### config.mk
export PLATFORM = sky130hd
export DESIGN_NAME = asn1_length_decoder
export DESIGN_NICKNAME = d
export VERILOG_FILES = /design/src/design/ald_pkg.sv /design/src/design/asn1_length_decoder.sv
export VERILOG_INCLUDE_DIRS = /design/src /design/src/design
export SDC_FILE = /design/constraint.sdc
export NUM_CORES = 1
export LEC_CHECK = 0
export ABC_AREA = 1
export BUFFER_PORTS_ARGS = -buffer_cell sky130_fd_sc_hd__buf_4
export CAP_MARGIN = 20
export CORE_MARGIN = 5
export CORE_UTILIZATION = 35
export DETAILED_ROUTE_END_ITERATION = 16
export GPL_TIMING_DRIVEN = 0
export PLACE_DENSITY = 0.5
export SKIP_CTS_REPAIR_TIMING = 1
export SLEW_MARGIN = 0
export SYNTH_ARGS = -nofsm -noshare
export SYNTH_HDL_FRONTEND = slang
export SYNTH_SLANG_ARGS = --single-unit
export TNS_END_PERCENT = 30
### constraint.sdc
create_clock -name i_clk -period 8.25 [get_ports i_clk]
set_clock_uncertainty 0.1 [all_clocks]
set_input_delay 0.4125 -clock i_clk [delete_from_list [all_inputs] [get_ports i_clk]]
set_output_delay 0.4125 -clock i_clk [all_outputs]
set_load 0.05 [all_outputs]
### src/design/asn1_length_decoder_macros.svh
// Assertion macros for the ASN.1 length decoder.
`ifndef ASN1_LENGTH_DECODER_MACROS_SVH
`define ASN1_LENGTH_DECODER_MACROS_SVH

`ifndef SYNTHESIS
`define ALD_ASSERT_IMP(label, clk, rst_n, ante, cons) \
    label: assert property (@(posedge clk) disable iff (!rst_n) (ante) |-> (cons)) \
        else $error("assertion failed");
`define ALD_ASSERT_NXT(label, clk, rst_n, ante, cons) \
    label: assert property (@(posedge clk) disable iff (!rst_n) (ante) |=> (cons)) \
        else $error("assertion failed");
`else
`define ALD_ASSERT_IMP(label, clk, rst_n, ante, cons)
`define ALD_ASSERT_NXT(label, clk, rst_n, ante, cons)
`endif

`endif

### src/design/ald_pkg.sv
// Types and constants shared by the ASN.1 length decoder.
package ald_pkg;

    localparam int INDEX_BITS     = 32;
    localparam int LEN_BITS       = 64;
    localparam int CNT_BITS       = 4;

    localparam logic [7:0] SHORT_LIMIT    = 8'h80;
    localparam logic [7:0] MAX_LONG_CODE  = 8'h88;
    localparam logic [CNT_BITS-1:0] MAX_LONG_BYTES = 4'd8;
    localparam logic [LEN_BITS-1:0] ALL_ONES = '1;

    localparam logic [1:0] ST_DEFINITE   = 2'd0;
    localparam logic [1:0] ST_INDEFINITE = 2'd1;
    localparam logic [1:0] ST_SHORT_DATA = 2'd2;
    localparam logic [1:0] ST_TOO_LARGE  = 2'd3;

    typedef struct packed {
        logic [7:0]            length_byte;
        logic                  first;
        logic [INDEX_BITS-1:0] byte_index;
        logic [INDEX_BITS-1:0] buffer_length;
    } t_in_item;

    typedef struct packed {
        logic [1:0]            status;
        logic [LEN_BITS-1:0]   content_length;
        logic [INDEX_BITS-1:0] next_index;
    } t_out_item;

endpackage

### src/design/asn1_length_decoder.sv
// ASN.1 BER/DER length decoder: top level, one byte per item.
//
// Input channel (i_in_valid / o_in_stall / i_in_item) carries one byte of a
// length field per item; the first byte of a field has first set and brings
// its buffer position and the buffer length. Output channel (o_out_valid /
// i_out_stall / o_out_item) carries one result per finished decode: short
// form and indefinite form finish on their first byte, long form on its last
// length byte; errors finish the decode at once. Bytes without first and no
// decode pending give no result.
// An item is registered on accept and decoded into the result register once
// the output side can advance, so a decode can wait behind a stalled result.
// One item per cycle is accepted while o_in_stall is low; the decode state
// sits in flip-flops and is updated for each item that is processed.
// While a result waits under stall the input register still fills once,
// after which o_in_stall follows i_out_stall.
// Reset (synchronous, active low) empties both registers and drops any
// pending decode.
module asn1_length_decoder
    import ald_pkg::*;
(
    input  logic      i_clk,
    input  logic      i_rst_n,
    input  logic      i_in_valid,
    output logic      o_in_stall,
    input  t_in_item  i_in_item,
    output logic      o_out_valid,
    input  logic      i_out_stall,
    output t_out_item o_out_item
);

`include "asn1_length_decoder_macros.svh"

    logic                  r_in_valid;
    t_in_item              r_in;
    logic                  r_out_valid;
    t_out_item             r_out;

    logic                  r_pending;
    logic [CNT_BITS-1:0]   r_bytes_left;
    logic [CNT_BITS-1:0]   r_long_count;
    logic [LEN_BITS-1:0]   r_acc;
    logic [INDEX_BITS:0]   r_cur_index;
    logic [INDEX_BITS-1:0] r_limit;

    logic                  n_pending;
    logic [CNT_BITS-1:0]   n_bytes_left;
    logic [CNT_BITS-1:0]   n_long_count;
    logic [LEN_BITS-1:0]   n_acc;
    logic [INDEX_BITS:0]   n_cur_index;
    logic [INDEX_BITS-1:0] n_limit;

    logic                  advance;
    logic                  process;
    logic                  in_accept;
    logic                  emit;
    t_out_item             result;

    logic [INDEX_BITS-1:0] pos1;
    logic [INDEX_BITS-1:0] room_first;
    logic [INDEX_BITS:0]   cur_inc;
    logic [INDEX_BITS:0]   room_long;

    assign advance    = !r_out_valid || !i_out_stall;
    assign process    = r_in_valid && advance;
    assign o_in_stall = r_in_valid && !advance;
    assign in_accept  = i_in_valid && !o_in_stall;

    // pos1 cannot wrap: it is only used once byte_index < buffer_length
    assign pos1       = r_in.byte_index + INDEX_BITS'(1);
    assign room_first = r_in.buffer_length - pos1;
    assign cur_inc    = r_cur_index + (INDEX_BITS+1)'(1);
    assign room_long  = {1'b0, r_limit} - cur_inc;

    always_comb begin
        n_pending    = r_pending;
        n_bytes_left = r_bytes_left;
        n_long_count = r_long_count;
        n_acc        = r_acc;
        n_cur_index  = r_cur_index;
        n_limit      = r_limit;
        emit         = 1'b0;
        result       = '0;
        if (r_in.first) begin
            n_limit   = r_in.buffer_length;
            n_pending = 1'b0;
            emit      = 1'b1;
            if (r_in.byte_index >= r_in.buffer_length) begin
                result.status = ST_SHORT_DATA;
            end else if (r_in.length_byte < SHORT_LIMIT) begin
                if ({{(INDEX_BITS-8){1'b0}}, r_in.length_byte} > room_first) begin
                    result.status = ST_SHORT_DATA;
                end else begin
                    result.status         = ST_DEFINITE;
                    result.content_length = {{(LEN_BITS-8){1'b0}}, r_in.length_byte};
                    result.next_index     = pos1;
                end
            end else if (r_in.length_byte == SHORT_LIMIT) begin
                result.status         = ST_INDEFINITE;
                result.content_length = ALL_ONES;
                result.next_index     = pos1;
            end else if (r_in.length_byte > MAX_LONG_CODE) begin
                result.status = ST_TOO_LARGE;
            end else if ({{(INDEX_BITS-CNT_BITS){1'b0}}, r_in.length_byte[CNT_BITS-1:0]}
                         > room_first) begin
                result.status = ST_SHORT_DATA;
            end else begin
                // long form: wait for the announced length bytes
                emit         = 1'b0;
                n_pending    = 1'b1;
                n_bytes_left = r_in.length_byte[CNT_BITS-1:0];
                n_long_count = r_in.length_byte[CNT_BITS-1:0];
                n_acc        = '0;
                n_cur_index  = {1'b0, pos1};
            end
        end else if (r_pending) begin
            n_acc        = {r_acc[LEN_BITS-9:0], r_in.length_byte};
            n_cur_index  = cur_inc;
            n_bytes_left = r_bytes_left - CNT_BITS'(1);
            if (n_bytes_left == '0) begin
                n_pending = 1'b0;
                emit      = 1'b1;
                if (r_long_count == MAX_LONG_BYTES && n_acc == ALL_ONES) begin
                    result.status = ST_TOO_LARGE;
                end else if (n_acc > {{(LEN_BITS-INDEX_BITS-1){1'b0}}, room_long}) begin
                    result.status = ST_SHORT_DATA;
                end else begin
                    result.status         = ST_DEFINITE;
                    result.content_length = n_acc;
                    result.next_index     = n_cur_index[INDEX_BITS-1:0];
                end
            end
        end
    end

    always_ff @(posedge i_clk) begin
        if (!i_rst_n) begin
            r_in_valid   <= 1'b0;
            r_out_valid  <= 1'b0;
            r_pending    <= 1'b0;
            r_bytes_left <= '0;
            r_long_count <= '0;
            r_acc        <= '0;
            r_cur_index  <= '0;
            r_limit      <= '0;
        end else begin
            if (in_accept) begin
                r_in_valid <= 1'b1;
            end else if (process) begin
                r_in_valid <= 1'b0;
            end
            if (process) begin
                r_pending    <= n_pending;
                r_bytes_left <= n_bytes_left;
                r_long_count <= n_long_count;
                r_acc        <= n_acc;
                r_cur_index  <= n_cur_index;
                r_limit      <= n_limit;
            end
            if (process && emit) begin
                r_out_valid <= 1'b1;
            end else if (!i_out_stall) begin
                r_out_valid <= 1'b0;
            end
        end
    end

    // payload registers: input loads on accept, result loads on emit; both hold otherwise
    always_ff @(posedge i_clk) begin
        if (in_accept) begin
            r_in <= i_in_item;
        end
        if (process && emit) begin
            r_out <= result;
        end
    end

    assign o_out_valid = r_out_valid;
    assign o_out_item  = r_out;

    `ALD_ASSERT_IMP(a_pending_count, i_clk, i_rst_n, r_pending,
        r_bytes_left != '0 && r_bytes_left <= r_long_count && r_long_count <= MAX_LONG_BYTES)
    `ALD_ASSERT_IMP(a_pending_in_buffer, i_clk, i_rst_n, r_pending,
        r_cur_index <= {1'b0, r_limit})
    `ALD_ASSERT_IMP(a_error_zero, i_clk, i_rst_n,
        r_out_valid && (r_out.status == ST_SHORT_DATA || r_out.status == ST_TOO_LARGE),
        r_out.content_length == '0 && r_out.next_index == '0)
    `ALD_ASSERT_IMP(a_stall_only_full, i_clk, i_rst_n, o_in_stall,
        r_in_valid && r_out_valid)
    `ALD_ASSERT_NXT(a_emit_shows, i_clk, i_rst_n, process && emit, r_out_valid)

endmodule
## Yosys cells after proc, flatten, opt, wreduce, memory -nomap -nowiden

Index checks and enable logic that the tools add are counted.
Widths: inputs -> output; s select.

| storage, ports and cells | value |
|---|---|
| register bits | 303 |
| bits in latches | 0 |
| bits in writable memories | 0 |
| ROM bits | 0 |
| input port bits | 77 |
| word-level logic and storage cells | 113 |
| memories kept | 0 |

| cells by class | value |
|---|---|
| add/subtract/negate cells | 5 |
| multipliers | 0 |
| div/mod/pow operators | 0 |
| order comparisons | 6 |
| equal/unequal tests | 9 |
| shifts and indexed selects | 0 |
| multiplexer cells | 57 |
| bitwise logic cells | 5 |
| reduce and logical (&&, ||, !) cells | 16 |

Operators by type and width:

| kind | count |
|---|---|
| $mux 56 | 7 |
| $mux 98 | 4 |
| $mux 96 | 4 |
| $mux 33 | 7 |
| $eq 64x64->1 const B | 1 |
| $gt 64x33->1 | 1 |
| $mux 40 | 1 |
| $add 33x1->33 const B | 1 |
| $sub 32x33->33 | 1 |
| $add 32x1->32 const B | 1 |
| $ge 32x32->1 | 1 |
| $gt 4x32->1 | 1 |
| $gt 8x32->1 | 1 |
| $sub 32x32->32 | 1 |
| $mux 4 | 7 |
| $mux 1 | 20 |
| $mux 2 | 7 |
| $reduce_and 7->1 | 2 |
| $ne 2x2->1 const B | 5 |
| $eq 8x8->1 const B | 1 |
| $gt 8x8->1 const B | 1 |
| $lt 8x8->1 const B | 1 |
| $logic_and 1x1->1 | 5 |
| $not 1->1 | 5 |
| 8 further kinds | 12 |

## Logic depth before layout (Yosys ltp)

| depth | value |
|---|---|
| word-level depth | 11 |
| gate-level depth with buffers | 35 |

## Worst setup path after synthesis

Ideal clock, no wire load.

| path | value |
|---|---|
| path type | register to register |
| start point | register r_in[32] in the netlist's numbering |
| end point | register r_out (netlist bit o_out_item[0]) (enable) |
| setup time | 0.451 ns |
| arrival | 5.251 ns |
| path slack | 2.448 ns |
| cell stages (with the launch flop) | 31 |
| path through | edfxtp_1 ha_1 nand2_1 nor2_1 nand2_1 nor3_1 nand2_1 nor2_1 nand2_1 inv_1 nand3_1 nor2_1 xor2_1 ha_1 nand2_1 inv_1 nand2_1 nand2_1 nand2_1 nand2_1 a21oi_1 nand2_1 nand2_1 nand2_1 nor2_1 nand2_1 nor2_1 nand3_2 nand4_1 nand3_1 inv_1 |

| between the ends | value |
|---|---|
| word-level cells in the longest chain between the ends | 10 |
| elaborated cells between the ends (all ways) | 11 |

RTL lines:

| element | line | source |
|---|---|---|
| start, declared | asn1_length_decoder.sv:34 | `t_in_item r_in;` |
| start signal, assigned | asn1_length_decoder.sv:170 | `r_in <= i_in_item;` |
| $add 32x1->32 | asn1_length_decoder.sv:69 | `assign pos1 = r_in.byte_index + INDEX_BITS'(1);` |
| $sub 32x32->32 | asn1_length_decoder.sv:70 | `assign room_first = r_in.buffer_length - pos1;` |
| $gt 4x32->1 | asn1_length_decoder.sv:104 | `> room_first) begin` |
| $mux 1 | asn1_length_decoder.sv:103 | `end else if ({{(INDEX_BITS-CNT_BITS){1'b0}}, r_in.length_byte[CNT_BITS-1:0]}` |
| $mux 1 | asn1_length_decoder.sv:101 | `end else if (r_in.length_byte > MAX_LONG_CODE) begin` |
| $mux 1 | asn1_length_decoder.sv:97 | `end else if (r_in.length_byte == SHORT_LIMIT) begin` |
| $mux 1 | asn1_length_decoder.sv:89 | `end else if (r_in.length_byte < SHORT_LIMIT) begin` |
| $mux 1 * | asn1_length_decoder.sv:87 | `if (r_in.byte_index >= r_in.buffer_length) begin` |
| $mux 1 * | asn1_length_decoder.sv:83 | `if (r_in.first) begin` |
| $logic_and 1x1->1 * | asn1_length_decoder.sv:172 | `if (process && emit) begin` |
| end signal, assigned | asn1_length_decoder.sv:173 | `r_out <= result;` |
| end, declared | asn1_length_decoder.sv:36 | `t_out_item r_out;` |

Every way passes the cells marked *; elsewhere a longest branch is shown, timed or not.
A chain may end at the register's enable or synchronous reset.

==> results.sh <==
export IMPL_firstDrtPassIters=5
export IMPL_pin_count=177
export IMPL_finalSetupTns_ps=0
export IMPL_cts_tree="done"
export IMPL_dp_cells=3444
export IMPL_ys_top_cells_by_area="edfxtp_1 (27%), nand2_1 (14%), dfxtp_1 (14%), ha_1 (8.9%), inv_1 (6.3%)"
export IMPL_final_nets=3076
export IMPL_ys_ff_latch=303
export IMPL_die_h_um=244
export IMPL_io_buffers=176
export IMPL_die_x_um=244
export IMPL_synth_cell_type_count=48
export IMPL_async_reset_ff_share_pct=0
export IMPL_stdcell_count=3582
export IMPL_path_class="register to register"
export IMPL_grt_setup_unrepaired="false"
export IMPL_yosysTopAreaCell="edfxtp_1"
export IMPL_max_freq_mhz=132
export IMPL_grt_pass1_vias=18142
export IMPL_p_clk_share_pct=38.2
export IMPL_clk_insertion_delay_late_ps=580
export IMPL_clockBufferDepth=3
export IMPL_initial_utilization_pct=35.5
export IMPL_drt_iter0_drc=1173
export IMPL_cts_max_level=2
export IMPL_rows=85
export IMPL_grt_pass1_wl_um=106000
export IMPL_syn_nets=2786
export IMPL_slowest_delay_ps=610
export IMPL_diodes=0
export IMPL_seqPwrFrac_pct=41.2
export IMPL_syn_area_per_cell_um2=7.48
export IMPL_yosys_most_used_dff="edfxtp_1"
export IMPL_cpMostUsedCell="nand2_1"
export IMPL_cp_num_buf_inv=6
export IMPL_p_int_mw=2.80
export IMPL_slowest_stage="dfxtp_1"
export IMPL_netlist_top_cells_count="nand2_1 (712), inv_1 (320), a21oi_1 (231)"
export IMPL_antenna_found_initial=0
export IMPL_synthCells=2570
export IMPL_wl_um=71300
export IMPL_fill_cells=5558
export IMPL_yosysMostFrequentCell="nand2_1"
export IMPL_synth_top_area_share_pct=26.7
export IMPL_hold_class="input pin to register"
export IMPL_cp_arrival_ps=7740
export IMPL_p_switching_mw=1.28
export IMPL_dpl_hpwl_um=57900
export IMPL_finalWeightedCongestion=0.916
export IMPL_post_route_period_util_pct=92.1
export IMPL_grt_max_degree=73
export IMPL_power_density_nw_per_um2=175
export IMPL_swShare_pct=31.4
export IMPL_cts_root_buffer="clkbuf_16"
export IMPL_via_per_inst=5.11
export IMPL_final_antenna_net_count=0
export IMPL_finalHoldViolCount=0
export IMPL_path_max_fanout=10
export IMPL_slew_violations=0
export IMPL_clk_pin_slew_worst_paths_ps=60
export IMPL_numCtsBuffers=37
export IMPL_min_period_ps=7590
export IMPL_r2r_setup_slack_ps=660
export IMPL_overflow=0
export IMPL_power_frac_comb_pct=20.6
export IMPL_vias=18298
export IMPL_yosysWarnings=0
export IMPL_cap_violations=0
export IMPL_required_ps=8390
export IMPL_drive_above_1_share_pct=10.7
export IMPL_track_usage_pct=23.1
export IMPL_post_drt_wl_per_cell_um=19.9
export IMPL_end_kind="register"
export IMPL_p_leak_nw=10.3
export IMPL_synth_seq_area_share_pct=40.5
export IMPL_synth_edf_count=171
export IMPL_status="completed"
export IMPL_clock_sinks=303
export IMPL_final_setup_viol_count=0
export IMPL_crit_family="simple AND/OR/NAND/NOR gates"
export IMPL_drc_errors=0
export IMPL_die_area_um2=59700
export IMPL_startpoint_type="register"
export IMPL_ir_drop_mv=0.133
export IMPL_core_area_um2=54100
export IMPL_area_growth_pct=21.5
export IMPL_worst_pin_slew_ps=908
export IMPL_syn_area_um2=19200
export IMPL_slew_headroom_pct=39.5
export IMPL_final_core_util_pct=43.1
-- power groups by stage --
stage	Sequential (mW)	Combinational (mW)	Clock (mW)
2_1_floorplan	1.71	0.541	0
6_report	1.69	0.840	1.56
5_1_grt	1.69	0.945	1.66
4_1_cts	1.68	0.811	1.60
3_5_place_dp	1.72	0.808	0
3_3_place_gp	1.72	0.791	0
-- sequential cells by signal (all words and copies together), names as in the netlist --
register      count
o_out_valid       1
r_pending         1
r_cur_index      33
r_in             73
r_in_valid        1
o_out_item       98
r_limit          32
r_long_count      4
r_bytes_left      4
r_acc            56
-- cell usage in the layout (no fill, tap or decap), drive strengths merged, types with 15 or more instances in the layout --
cell,instances
a21oi,233
buf,203
clkbuf,96
clkinv,15
dfxtp,132
dlygate4sd3,73
edfxtp,171
ha,137
inv,346
nand2,719
nand3,168
nand4,51
nor2,212
nor3,47
nor4,33
o21ai,90
o22ai,31
xnor2,22
xor2,52
-- logic make-up (layout without fill, tap and decap cells) --
group	count (synthesis)	after routing	synth area share, %
muxes	6	6	0.313
AOI/OAI and AO/OA	380	380	10.5
adders and majority gates	139	139	9.13
buffers and inverters	421	737	8.55
and+or+nand+nor	1247	1247	27.6
xor gates and xnor gates	74	74	3.37
DFF	303	303	40.5
-- worst min-delay path: cells and delay by family --
| kind | cells | cell delay (ps) |
|---|---|---|
| AO/OA/AOI/OAI | 2 | 110 |
| buffers and inverters | 1 | 140 |
-- per-layer routing --
metal	part of all wire, %	GRT usage [%]	vias to the layer above
li1	-	-	9117
met1	42	28.5	8662
met2	51	42.7	428
met3	3.9	2.39	91
met4	2.7	6.49	0
met5	0	0	-
-- through the flow --
stage               worst slack (ps)  hold slack [ps]  power [mW]  instance area (µm²)
floorplan                       2450              333        2.25                19200
global route                     196             47.1        4.30                23300
finish                           656             37.9        4.09                23300
detailed placement               303              349        2.52                21500
global placement                -375              348        2.51                21400
CTS                              265             -114        4.10                22600
-- layout make-up --
class                   count  area [µm²]  share of cell area [%]
plain buffers              73         338                    1.45
well taps                 696         871                    3.73
flip-flops and latches    303        7780                    33.3
inverters                 348        1310                    5.62
clock inverters            17         171                   0.734
clock buffers              48         967                    4.14
repair buffers            251        2110                    9.03
multi-input cells        1846        9800                    42.0
-- path summary, 6_finish.rpt --
| kind | startpoint | to | cells after the start |
|---|---|---|---|
| worst max-delay path | r_cur_index[0]$_SDFFE_PN0P_ | o_out_item[16]$_DFFE_PP_ | 32 |
| worst min register to register | r_limit[0]$_SDFFE_PN0P_ | r_limit[0]$_SDFFE_PN0P_ | 2 |
| worst max register to register | r_cur_index[0]$_SDFFE_PN0P_ | o_out_item[16]$_DFFE_PP_ | 32 |
| worst min-delay path | i_rst_n | r_limit[0]$_SDFFE_PN0P_ | 3 |
Note: power is estimated with default switching activity, not from simulation.
